==> src/rtl/frdr_pkg.sv <==
// ----------------------------------------------------------------------------
// frdr_pkg
// Shared constants and types for the dielectric Fresnel reflectance pipeline.
// ----------------------------------------------------------------------------
package frdr_pkg;

   localparam int IOR_FRAC_BITS = 12;
   localparam int IDX_W         = 16;
   localparam int COS_W         = 16;
   localparam int REFL_W        = 16;
   localparam int CSR_IDX_W     = 2;

   localparam int NUM_W         = 62;
   localparam int DEN_W         = 32;
   localparam int TDIV_STAGES   = 31;
   localparam int RAD_W         = 31;
   localparam int ROOT_W        = 16;
   localparam int SQRT_STAGES   = 16;
   localparam int PROD_W        = 32;
   localparam int SUM_W         = 33;
   localparam int RDIV_REM_W    = 49;
   localparam int RDIV_STAGES   = 17;
   localparam int SQ_W          = 34;

   localparam logic [IDX_W-1:0]     NI_RESET  = IDX_W'(1 << IOR_FRAC_BITS);
   localparam logic [IDX_W-1:0]     NT_RESET  = IDX_W'(3 << (IOR_FRAC_BITS - 1));
   localparam logic [REFL_W-1:0]    REFL_ONE  = 16'h8000;
   localparam logic [RDIV_STAGES-1:0] RATIO_ONE = 17'h10000;

   localparam logic [CSR_IDX_W-1:0] CSR_INDEX_INCIDENT    = 2'd0;
   localparam logic [CSR_IDX_W-1:0] CSR_INDEX_TRANSMITTED = 2'd1;

   typedef struct packed {
      logic             tir;
      logic [COS_W-1:0] c;
      logic [IDX_W-1:0] ni;
      logic [IDX_W-1:0] nt;
   } item_type;

endpackage

==> src/rtl/frdr_sqrt.sv <==
// ----------------------------------------------------------------------------
// frdr_sqrt
// Pipelined integer square root, one root bit per stage.
// ----------------------------------------------------------------------------
module frdr_sqrt import frdr_pkg::*; (
   input  logic              clock,
   input  logic              reset,
   input  logic              en,
   input  logic              in_valid,
   input  item_type          in_item,
   input  logic [RAD_W-1:0]  in_rad,
   output logic              out_valid,
   output item_type          out_item,
   output logic [ROOT_W-1:0] out_root
);

   logic             valid_ff [SQRT_STAGES];
   item_type         item_ff  [SQRT_STAGES];
   logic [RAD_W-1:0] rad_ff   [SQRT_STAGES];
   logic [31:0]      res_ff   [SQRT_STAGES];

   for (genvar k = 0; k < SQRT_STAGES; k++) begin : g_stage
      localparam logic [31:0] ONE_BIT = 32'(1) << (30 - 2 * k);
      logic             src_valid;
      item_type         src_item;
      logic [RAD_W-1:0] src_rad;
      logic [31:0]      src_res;
      logic [31:0]      trial;
      logic [RAD_W-1:0] rad_in;
      logic [31:0]      res_in;

      if (k == 0) begin : g_first
         assign src_valid = in_valid;
         assign src_item  = in_item;
         assign src_rad   = in_rad;
         assign src_res   = '0;
      end else begin : g_next
         assign src_valid = valid_ff[k-1];
         assign src_item  = item_ff[k-1];
         assign src_rad   = rad_ff[k-1];
         assign src_res   = res_ff[k-1];
      end

      assign trial = src_res + ONE_BIT;

      always_comb begin
         rad_in = src_rad;
         res_in = src_res >> 1;
         if ({1'b0, src_rad} >= trial) begin
            rad_in = src_rad - trial[RAD_W-1:0];
            res_in = (src_res >> 1) + ONE_BIT;
         end
      end

      always_ff @(posedge clock) begin
         if (reset) begin
            valid_ff[k] <= 1'b0;
         end else if (en) begin
            valid_ff[k] <= src_valid;
         end
      end

      always_ff @(posedge clock) begin
         if (en) begin
            item_ff[k] <= src_item;
            rad_ff[k]  <= rad_in;
            res_ff[k]  <= res_in;
         end
      end
   end

   assign out_valid = valid_ff[SQRT_STAGES-1];
   assign out_item  = item_ff[SQRT_STAGES-1];
   assign out_root  = res_ff[SQRT_STAGES-1][ROOT_W-1:0];

endmodule

==> config.mk <==
export PLATFORM = sky130hd
export DESIGN_NAME = frdr_sqrt
export DESIGN_NICKNAME = d
export VERILOG_FILES = /design/src/rtl/frdr_pkg.sv /design/src/rtl/frdr_sqrt.sv
export SDC_FILE = /design/constraint.sdc
export NUM_CORES = 1
export LEC_CHECK = 0
export ABC_AREA = 1
export BUFFER_PORTS_ARGS = -buffer_cell sky130_fd_sc_hd__clkbuf_2
export CAP_MARGIN = 20
export CORE_MARGIN = 5
export CORE_UTILIZATION = 50
export CTS_BUF_LIST = sky130_fd_sc_hd__clkbuf_8
export CTS_CLUSTER_SIZE = 20
export DETAILED_ROUTE_END_ITERATION = 6
export PLACE_DENSITY = 0.76
export SLEW_MARGIN = 0
export SYNTH_ARGS = -nofsm -noshare
export SYNTH_HDL_FRONTEND = slang
export SYNTH_SLANG_ARGS = --single-unit
==> constraint.sdc <==
create_clock -name clock -period 2.88 [get_ports clock]
set_clock_uncertainty 0.05 [all_clocks]
set_input_delay 0 -clock clock [delete_from_list [all_inputs] [get_ports clock]]
set_output_delay 0 -clock clock [all_outputs]
set_load 0.005 [all_outputs]
==> impl_metrics.env <==
export IMPL_grt_max_degree=97
export IMPL_core_um2=113000
export IMPL_yosysMostFrequentCell="edfxtp_1"
export IMPL_grt_use_total_pct=18.7
export IMPL_cp_common_cell="nand2_1"
export IMPL_yosysTopAreaCellShare_pct=73.8
export IMPL_finalMaxSlewViolations=0
export IMPL_dpl_cell_area_um2=60300
export IMPL_postCtsSetupRepairBufs=0
export IMPL_status="completed"
export IMPL_crit_path_start_kind="flop"
export IMPL_multiInputGateArea_um2=12400
export IMPL_drv_cap=0
export IMPL_synth_compound_area_share_pct=2.63
export IMPL_final_cell_area_um2=65900
export IMPL_cts_made_buffers=211
export IMPL_dr_pass1_iters=5
export IMPL_fin_setup_tns_ns=0
export IMPL_met3_length_um=5570
export IMPL_final_hold_viol_count=0
export IMPL_leakage_uw=0.0266
export IMPL_top_layer="met4"
export IMPL_hold_path_class="in2reg"
export IMPL_synth_seq_area_share_pct=73.8
export IMPL_routed_via_density=4.93
export IMPL_max_stage_delay_ns=0.44
export IMPL_clkLatencyLatePin_ns=0.90
export IMPL_grt_overflow=0
export IMPL_end_kind="flop"
export IMPL_final_core_util_pct=58.4
export IMPL_clockBufferDepth=3
export IMPL_synth_seq_cells=1401
export IMPL_path_clk_slew_ns=0.06
export IMPL_fin_cells=6693
export IMPL_antenna_found_initial=2
export IMPL_yosys_area_top_type="edfxtp_1"
export IMPL_ios=150
export IMPL_synth_fa_ha_area_share_pct=3.28
export IMPL_syn_num_nets=4686
export IMPL_place_inst=6143
export IMPL_crit_chain="ha_1 -> a21oi_1 -> nand2_1 -> a21oi_2 -> nor2_1 -> nor2_4 -> inv_1 -> nand2_1 -> nand2_1"
export IMPL_synth_avg_cell_area_um2=12.8
export IMPL_yosys_top_cells_area="edfxtp_1 74%, nand2_1 7.3%, inv_1 4.0%"
export IMPL_post_route_period_util_pct=86.8
export IMPL_rows=123
export IMPL_drt_met1_wl_um=46500
export IMPL_place_gp_congestion=0.909
export IMPL_dr_total_vias=33000
export IMPL_p_per_area_nw_per_um2=724
export IMPL_nets=5254
export IMPL_cts_root_buf="clkbuf_8"
export IMPL_worstPathRequired_ns=3.47
export IMPL_wl_per_cell_um=16.8
export IMPL_post_dp_hpwl_um=77200
export IMPL_yosysWarnings=0
export IMPL_ff_latch_area_um2=42100
export IMPL_fp_dieH_um=348
export IMPL_worst_pin_slew_ns=0.646
export IMPL_synth_xor_area_share_pct=1.49
export IMPL_syn_cell_area_um2=57000
export IMPL_finalCriticalPeriod_ns=2.50
export IMPL_synth_cell_types=50
export IMPL_crit_arrival_ns=3.09
export IMPL_ir_worst_vdd_uv=601
export IMPL_remaining_drc_errors=0
export IMPL_cts_sinks=1401
export IMPL_path_max_fanout=18
export IMPL_routed_wl_um=113000
export IMPL_drive_gt1_share_pct=12.2
export IMPL_syn2layout_area_growth_pct=15.7
export IMPL_initial_core_util_pct=50.5
export IMPL_path_class="reg2reg"
export IMPL_die_w_um=348
export IMPL_io_buffers=149
export IMPL_synth_top_family_by_area="simple AND/OR/NAND/NOR gates"
export IMPL_die_area_um2=121000
export IMPL_relSlewSlack_pct=56.6
export IMPL_synth_area_mux_share_pct=0
export IMPL_rsz0062_at_grt="false"
export IMPL_synthArstFlopShare_pct=0
export IMPL_hold_ws_ns=0.163
export IMPL_wl_met2_um=56900
export IMPL_slowest_stage="ha_1"
export IMPL_crit_buf_inv=1
export IMPL_max_clock_freq_ghz=0.400
export IMPL_cts_tree="yes"
export IMPL_final_setup_viol_count=0
export IMPL_detail_route_antenna_nets=0
export IMPL_synth_edf_count=1401
export IMPL_fill_cells=8671
export IMPL_cp_top_family="simple AND/OR/NAND/NOR gates"
export IMPL_synth_common_cells="1401 x edfxtp_1, 1109 x nand2_1, 602 x inv_1"
export IMPL_syn_instance_count=4453
export IMPL_yosys_area_share_simple_pct=14.3
export IMPL_grt_pass1_wl_um=179000
export IMPL_first_iter_violations=2161
export IMPL_synthFlopType="edfxtp_1"
export IMPL_htreeDepth=4
export IMPL_grt_pass1_vias=33800
cell type report:
class,count,area share [%]
Multi-Input combinational cell,2404,18.7
Clock inverter,171,1.62
Timing Repair Buffer,381,4.99
Clock buffer,212,4.43
Inverter,622,3.55
Tap cell,1500,2.85
Sequential cell,1401,63.8
Antenna cell,2,0.00759
routing by layer:
| layer | vias up | GRT usage [%] |
|---|---|---|
| li1 | 16400 | - |
| met1 | 15600 | 23.4 |
| met2 | 852 | 32.9 |
| met3 | 229 | 3.35 |
| met4 | 0 | 7.06 |
| met5 | - | 0 |
cells in the final DEF, fill, tap and decap left out, types with 51 or more instances in the layout:
master	synthesis	layout
a21oi_1	114	114
nand4_1	51	51
clkbuf_8	0	212
nand2_1	1109	1109
clkinv_1	2	61
xor2_1	53	53
ha_1	148	148
edfxtp_1	1401	1401
clkbuf_2	0	148
inv_1	602	667
o21ai_0	74	74
nor2_1	339	339
dlygate4sd3_1	0	165
nand3_1	203	203
worst register-to-register path, stage by stage (launching register included):
cell and delay, ns:
edfxtp_1 0.43, ha_1 0.44, a21oi_1 0.23, nand2_1 0.17, a21oi_2 0.21, nor2_1 0.10
nor2_4 0.34, inv_1 0.16, nand2_1 0.10, nand2_1 0.05
through the flow:
step / total power (µW) / setup slack (ns)
3_3_place_gp: 32600 / 0.338
5_1_grt: 50300 / 0.164
3_5_place_dp: 32700 / 0.371
2_1_floorplan: 30200 / 0.848
6_report: 47800 / 0.380
4_1_cts: 48100 / 0.378
cells by family after synthesis:
kind of cell / count (synthesis)
xor+xnor: 97
buf+inv: 648
flops: 1401
compound gates: 259
other cells: 1
fa+ha+maj: 149
simple gates: 1898
worst paths after layout:
check	end	cells past startpoint	slack, ns	startpoint
setup / recovery	rad_ff[0][209]	9	0.38	rad_ff[0][176]
hold / removal	item_ff[0][0]	2	0.16	en
setup reg to reg	rad_ff[0][209]	9	0.38	rad_ff[0][176]
hold reg to reg	item_ff[1][184]	0	0.34	item_ff[1][135]
what timing repair did:
action | 4_1_cts | 5_1_grt
hold endpoints to repair | 1493 | 0
resized for setup | 0 | 0
hold buffers | 165 | 0
sequential cells by signal (all words and copies together) (netlist names):
name      flops
item_ff     784
rad_ff      465
valid_ff     16
res_ff      136
power breakdown:
| group | leakage [µW] | internal, µW | switching [µW] | total (µW) |
|---|---|---|---|---|
| Sequential | 0.0136 | 24700 | 1020 | 25700 |
| Clock | 0.00227 | 7610 | 7600 | 15200 |
| Combinational | 0.0107 | 2410 | 4430 | 6840 |
Power figures use the tool's default switching activity.
