File: src/rtl/frdr_pkg.sv
// ----------------------------------------------------------------------------
// frdr_pkg
// Shared constants and types for the dielectric Fresnel reflectance pipeline.
// ----------------------------------------------------------------------------
package frdr_pkg;

   localparam int IOR_FRAC_BITS = 12;
   localparam int IDX_W         = 16;
   localparam int COS_W         = 16;
   localparam int REFL_W        = 16;
   localparam int CSR_IDX_W     = 2;

   localparam int NUM_W         = 62;
   localparam int DEN_W         = 32;
   localparam int TDIV_STAGES   = 31;
   localparam int RAD_W         = 31;
   localparam int ROOT_W        = 16;
   localparam int SQRT_STAGES   = 16;
   localparam int PROD_W        = 32;
   localparam int SUM_W         = 33;
   localparam int RDIV_REM_W    = 49;
   localparam int RDIV_STAGES   = 17;
   localparam int SQ_W          = 34;

   localparam logic [IDX_W-1:0]     NI_RESET  = IDX_W'(1 << IOR_FRAC_BITS);
   localparam logic [IDX_W-1:0]     NT_RESET  = IDX_W'(3 << (IOR_FRAC_BITS - 1));
   localparam logic [REFL_W-1:0]    REFL_ONE  = 16'h8000;
   localparam logic [RDIV_STAGES-1:0] RATIO_ONE = 17'h10000;

   localparam logic [CSR_IDX_W-1:0] CSR_INDEX_INCIDENT    = 2'd0;
   localparam logic [CSR_IDX_W-1:0] CSR_INDEX_TRANSMITTED = 2'd1;

   typedef struct packed {
      logic             tir;
      logic [COS_W-1:0] c;
      logic [IDX_W-1:0] ni;
      logic [IDX_W-1:0] nt;
   } item_type;

endpackage

File: src/rtl/frdr_front.sv
// ----------------------------------------------------------------------------
// frdr_front
// Side select, squares, total internal reflection test and divide operands.
// ----------------------------------------------------------------------------
module frdr_front import frdr_pkg::*; (
   input  logic             clock,
   input  logic             reset,
   input  logic             en,
   input  logic             in_valid,
   input  logic [COS_W-1:0] in_cos,
   input  logic [IDX_W-1:0] index_incident,
   input  logic [IDX_W-1:0] index_transmitted,
   output logic             out_valid,
   output item_type         out_item,
   output logic [NUM_W-1:0] out_num,
   output logic [DEN_W-1:0] out_den
);

   logic             entering;
   item_type         a_item_in;
   logic             a_valid_ff;
   item_type         a_item_ff;

   logic [31:0]      c2;
   logic             b_valid_ff;
   item_type         b_item_ff;
   logic [RAD_W-1:0] b_s2_ff;
   logic [31:0]      b_ni2_ff;
   logic [31:0]      b_nt2_ff;

   logic [62:0]      lhs_prod;
   logic             c_valid_ff;
   item_type         c_item_ff;
   logic [NUM_W-1:0] c_lhs_ff;
   logic [NUM_W-1:0] c_rhs_ff;
   logic [31:0]      c_nt2_ff;

   item_type         d_item_in;
   logic             d_valid_ff;
   item_type         d_item_ff;
   logic [NUM_W-1:0] d_num_ff;
   logic [DEN_W-1:0] d_den_ff;

   always_comb begin
      entering      = (in_cos != '0) && !in_cos[COS_W-1];
      a_item_in.tir = 1'b0;
      if (entering) begin
         a_item_in.c  = in_cos;
         a_item_in.ni = index_incident;
         a_item_in.nt = index_transmitted;
      end else begin
         a_item_in.c  = COS_W'(17'h10000 - {1'b0, in_cos});
         a_item_in.ni = index_transmitted;
         a_item_in.nt = index_incident;
      end
   end

   assign c2       = 32'(a_item_ff.c) * 32'(a_item_ff.c);
   assign lhs_prod = 63'(b_ni2_ff) * 63'(b_s2_ff);

   always_comb begin
      d_item_in     = c_item_ff;
      d_item_in.tir = (c_lhs_ff >= c_rhs_ff);
   end

   always_ff @(posedge clock) begin
      if (reset) begin
         a_valid_ff <= 1'b0;
         b_valid_ff <= 1'b0;
         c_valid_ff <= 1'b0;
         d_valid_ff <= 1'b0;
      end else if (en) begin
         a_valid_ff <= in_valid;
         b_valid_ff <= a_valid_ff;
         c_valid_ff <= b_valid_ff;
         d_valid_ff <= c_valid_ff;
      end
   end

   always_ff @(posedge clock) begin
      if (en) begin
         a_item_ff <= a_item_in;
         b_item_ff <= a_item_ff;
         b_s2_ff   <= RAD_W'(32'h4000_0000 - c2);
         b_ni2_ff  <= 32'(a_item_ff.ni) * 32'(a_item_ff.ni);
         b_nt2_ff  <= 32'(a_item_ff.nt) * 32'(a_item_ff.nt);
         c_item_ff <= b_item_ff;
         c_lhs_ff  <= lhs_prod[NUM_W-1:0];
         c_rhs_ff  <= {b_nt2_ff, 30'b0};
         c_nt2_ff  <= b_nt2_ff;
         d_item_ff <= d_item_in;
         d_num_ff  <= d_item_in.tir ? '0 : (c_rhs_ff - c_lhs_ff);
         d_den_ff  <= c_nt2_ff;
      end
   end

   assign out_valid = d_valid_ff;
   assign out_item  = d_item_ff;
   assign out_num   = d_num_ff;
   assign out_den   = d_den_ff;

endmodule

File: config.mk
export PLATFORM = sky130hd
export DESIGN_NAME = frdr_front
export DESIGN_NICKNAME = d
export VERILOG_FILES = /design/src/rtl/frdr_pkg.sv /design/src/rtl/frdr_front.sv
export SDC_FILE = /design/constraint.sdc
export NUM_CORES = 2
export LEC_CHECK = 0
export BUFFER_PORTS_ARGS = -buffer_cell sky130_fd_sc_hd__buf_2
export CELL_PAD_IN_SITES_DETAIL_PLACEMENT = 1
export CELL_PAD_IN_SITES_GLOBAL_PLACEMENT = 1
export CORE_UTILIZATION = 38
export CTS_CLUSTER_SIZE = 28
export DETAILED_ROUTE_END_ITERATION = 12
export GPL_TIMING_DRIVEN = 0
export HOLD_SLACK_MARGIN = 0.08
export PLACE_DENSITY = 0.67
export SLEW_MARGIN = 30
export SYNTH_ARGS = -nofsm -noshare
export SYNTH_HDL_FRONTEND = slang
export SYNTH_SLANG_ARGS = --single-unit
File: constraint.sdc
create_clock -name clock -period 9.28 [get_ports clock]
set_input_delay 1.856 -clock clock [delete_from_list [all_inputs] [get_ports clock]]
set_output_delay 1.856 -clock clock [all_outputs]
set_load 0.01 [all_outputs]
==> impl_metrics.tcl <==
set metrics [dict create \
    rr_endpoint "c_lhs_ff[61]$_DFFE_PP_" \
    final_area_um2 77220 \
    startpoint_type "flop" \
    crit_fanout 10 \
    r2r_slack_ps 310 \
    hold_depth 0 \
    grt_pass1_wl_um 340000 \
    cts_tree "built" \
    cp-startpoint "b_s2_ff[7]$_DFFE_PP_" \
    rows 158 \
    design.core.area_um2 185200 \
    fmax_ghz 0.1115 \
    totalWireLength_um 222400 \
    grt_use_met2_pct 41.67 \
    dieArea_um2 188200 \
    worstSetupPathType "reg -> reg" \
    crit_family "adder cells" \
    dpl_cell_area_um2 75170 \
    slew_headroom_pct 26.36 \
    io_buffers 192 \
    end_kind "flop" \
    path_buf_inv 3 \
    clk_pin_slew_worst_paths_ps 60 \
    finClkSkew_ps 60.24 \
    io_pins 196 \
    finalMaxSlewViolations 0 \
    setup_viol 0 \
    finalCriticalPeriod_ps 8966 \
    grt_util_met3_pct 3.166 \
    cts_max_level 2 \
    reg2reg_depth 23 \
    drive_gt1_share_pct 6.189 \
    first_global_vias 56369 \
    critical_path_arrival_ps 9420 \
    grt_use_met1_pct 31.00 \
    areaGrowthSynthToFinish_pct 8.996 \
    rsz0062_at_grt "no" \
    cts_buffers 55 \
    antenna_found_initial 30 \
    wl_per_cell_um 22.83 \
    ys.flop_type "edfxtp_1" \
    status "finished, final reports clean" \
    hold_path.class "reg -> reg" \
    synth_edf_count 464 \
    cp_cell_sequence "clkbuf_1 > nand2_1 > fa_1 > fa_1 > fa_1 > fa_1 > inv_1 > fa_1 > fa_1 > fa_1 > fa_1 > ha_1 > clkbuf_1 > a21o_1 > a211o_1 > nor3_1 > o211ai_1 > nor3_1 > o31a_1 > o21ai_1 > a221o_1 > a21oi_1 > xnor2_1" \
    cap_violations 0 \
    critPathSlowestCell "clkbuf_1" \
    routabilityCongestion 0.9809 \
    cts_root_buf "clkbuf_16" \
    drtAntennaViolNets 0 \
    ys_types 78 \
    vias 49266 \
    drc 0 \
    syn_inst 6938 \
    regToRegStartpoint "b_s2_ff[7]$_DFFE_PP_" \
    ys_seq_area_share_pct 19.78 \
    slowest_delay_ps 720 \
    whs_endpoint "c_item_ff[15]$_DFFE_PP_" \
    hold_start "b_item_ff[15]$_DFFE_PP_" \
    grt_usage_pct 24.41 \
    ys_ff_latch 468 \
    cts.path.max_buffers 3 \
    via_per_inst 5.056 \
    grt-busiest-layer "met2" \
    fp.dieW_um 433.8 \
    hold_violations 0 \
    syn_area_um2 70850 \
    synth_area_per_cell_um2 10.21 \
    start_util_pct 38.25 \
    ys_warn_count 0 \
    fin_crit_sh_pct 96.62 \
    synthArstFlopShare_pct 0 \
    drtIter0Drc 3031 \
    worstPathRequired_ps 9730 \
    numClockSinks 468 \
    grt.overflow.total 0 \
    n_fill_cell 20869 \
    grt_max_degree 96 \
    die_y_um 433.8 \
    drtPass1Iterations 12 \
    post_cts_buffers 0 \
    cp_common_cell "fa_1" \
    finalSetupTns_ps 0 \
    tightest_slew_ps 1105 \
    utilization_pct 41.69 \
    clk_latency_ps 710 \
    nets 9218 \
    dp_hpwl_um 185200 \
    holdBufCountCts 0 \
]
## worst register-to-register path: stages (launching register included)
cell and delay (ps):
edfxtp_1 480, clkbuf_1 720, nand2_1 180, fa_1 550, fa_1 530, fa_1 540, fa_1 610, inv_1 100
fa_1 480, fa_1 440, fa_1 540, fa_1 410, ha_1 280, clkbuf_1 190, a21o_1 220, a211o_1 340
nor3_1 240, o211ai_1 220, nor3_1 500, o31a_1 330, o21ai_1 200, a221o_1 370, a21oi_1 170, xnor2_1 80
## registers in the layout (all words and copies together) (netlist names)
signal and cells:
b_item_ff 48, out_item 49, a_item_ff 48, b_valid_ff 1
c_lhs_ff 61, b_ni2_ff 30, b_nt2_ff 30, c_valid_ff 1
out_valid 1, b_s2_ff 29, out_den 30, a_valid_ff 1
out_num 61, c_nt2_ff 30, c_item_ff 48
## placed cells by master (no fill, tap or decap), types with 9 or more instances in the layout
master / synthesis / layout
nor3_1: 28 / 28
inv_1: 1622 / 1622
ha_1: 597 / 597
nor4_1: 10 / 10
xnor2_1: 141 / 141
o31ai_1: 12 / 11
nor2_2: 27 / 27
edfxtp_1: 464 / 464
clkbuf_2: 0 / 53
buf_2: 0 / 192
nand2b_1: 26 / 26
o21ai_0: 89 / 86
clkbuf_1: 272 / 224
nor2_1: 202 / 202
a21o_1: 90 / 90
clkbuf_16: 0 / 55
nor2b_1: 37 / 37
mux2_2: 35 / 35
nand2_1: 711 / 711
o21bai_1: 23 / 23
a211oi_1: 16 / 16
nand3_1: 41 / 41
o21a_1: 28 / 28
and2_1: 637 / 637
and3_1: 20 / 20
nand4_1: 26 / 26
a221oi_1: 9 / 9
a31oi_1: 15 / 15
xor2_1: 92 / 92
o211ai_1: 12 / 12
a21oi_1: 172 / 171
or2_2: 10 / 10
conb_1: 2 / 19
diode_2: 0 / 10
fa_1: 1358 / 1358
bufinv_16: 0 / 11
## cells by family (layout without fill, tap and decap cells)
group           Yosys count  after routing  share of synthesized area (%)
other cells               2             29                        0.01060
buf+inv                1904           2204                          10.17
mux                      40             40                         0.6269
xor+xnor                233            233                          2.880
fa+ha+maj              1955           1955                          48.92
flops                   468            468                          19.78
compound gates          530            530                          4.897
simple gates           1806           1806                          12.72
## final cells by class
cell class                 instances  area, um^2  share of cell area [%]
multi-input combinational       4583       49720                   64.38
buffer                           282        1186                   1.536
tap                             2480        3103                   4.018
inverter                        1622        6088                   7.884
sequential                       468       14010                   18.15
clock inverter                    39       560.5                  0.7259
clock buffer                      62        1403                   1.816
antenna                           10       25.02                 0.03241
timing repair buffer             199        1127                   1.460
## per-stage QoR
stage | worst slack (ps) | hold slack [ps] | std cells
3_5_place_dp | -490.6 | 405.2 | 9633
3_3_place_gp | -866.9 | 400.9 | 9627
6_report | 313.7 | 377.3 | 9745
4_1_cts | 1.972 | 378.9 | 9734
5_1_grt | 7.939 | 386.5 | 9735
2_1_floorplan | 1857 | 400.3 | 6955
## worst max-delay path by stage
stage | endpoint | slack [ps] | cells past startpoint
floorplan | c_lhs_ff[56]$_DFFE_PP_ | 1860 | 27
global placement | b_s2_ff[6]$_DFFE_PP_ | -870 | 1
detailed placement | c_lhs_ff[56]$_DFFE_PP_ | -490 | 27
CTS | c_lhs_ff[61]$_DFFE_PP_ | 2 | 24
global route | c_lhs_ff[61]$_DFFE_PP_ | 8 | 29
finish | c_lhs_ff[61]$_DFFE_PP_ | 310 | 23
## metal layers
layer	share of wire [%]	vias to the layer above
met3	5.7	442
met1	41	25819
met4	5.2	8
met2	48	1393
met5	0.041	-
li1	-	21604
## what timing repair did
item	4_1_cts	5_1_grt
resized for setup	9	32
gates cloned	0	0
endpoints found under the setup margin	8	8
## cell usage after synthesis (10+ instances only)
library cell	n	area, um^2
a21o_1	90	675.7
o21bai_1	23	172.7
xnor2_1	141	1235
o21a_1	28	210.2
nand3_1	41	205.2
mux2_2	35	394.1
and2_1	637	3985
nor2_2	27	168.9
a211oi_1	16	120.1
nand2b_1	26	162.7
nor3_1	28	140.1
edfxtp_1	464	13930
nand2_1	711	2669
nor4_1	10	62.56
ha_1	597	7470
nand4_1	26	162.7
o31ai_1	12	90.09
clkbuf_1	272	1021
fa_1	1358	27190
xor2_1	92	805.8
a31oi_1	15	93.84
o211ai_1	12	90.09
nor2_1	202	758.2
nor2b_1	37	231.5
a21oi_1	172	860.8
inv_1	1622	6088
o21ai_0	89	445.4
and3_1	20	125.1
or2_2	10	62.56
Power is left out: the tool's default activity adds up to more than one toggle a clock period on the data nets, which glitch-free logic cannot reach.
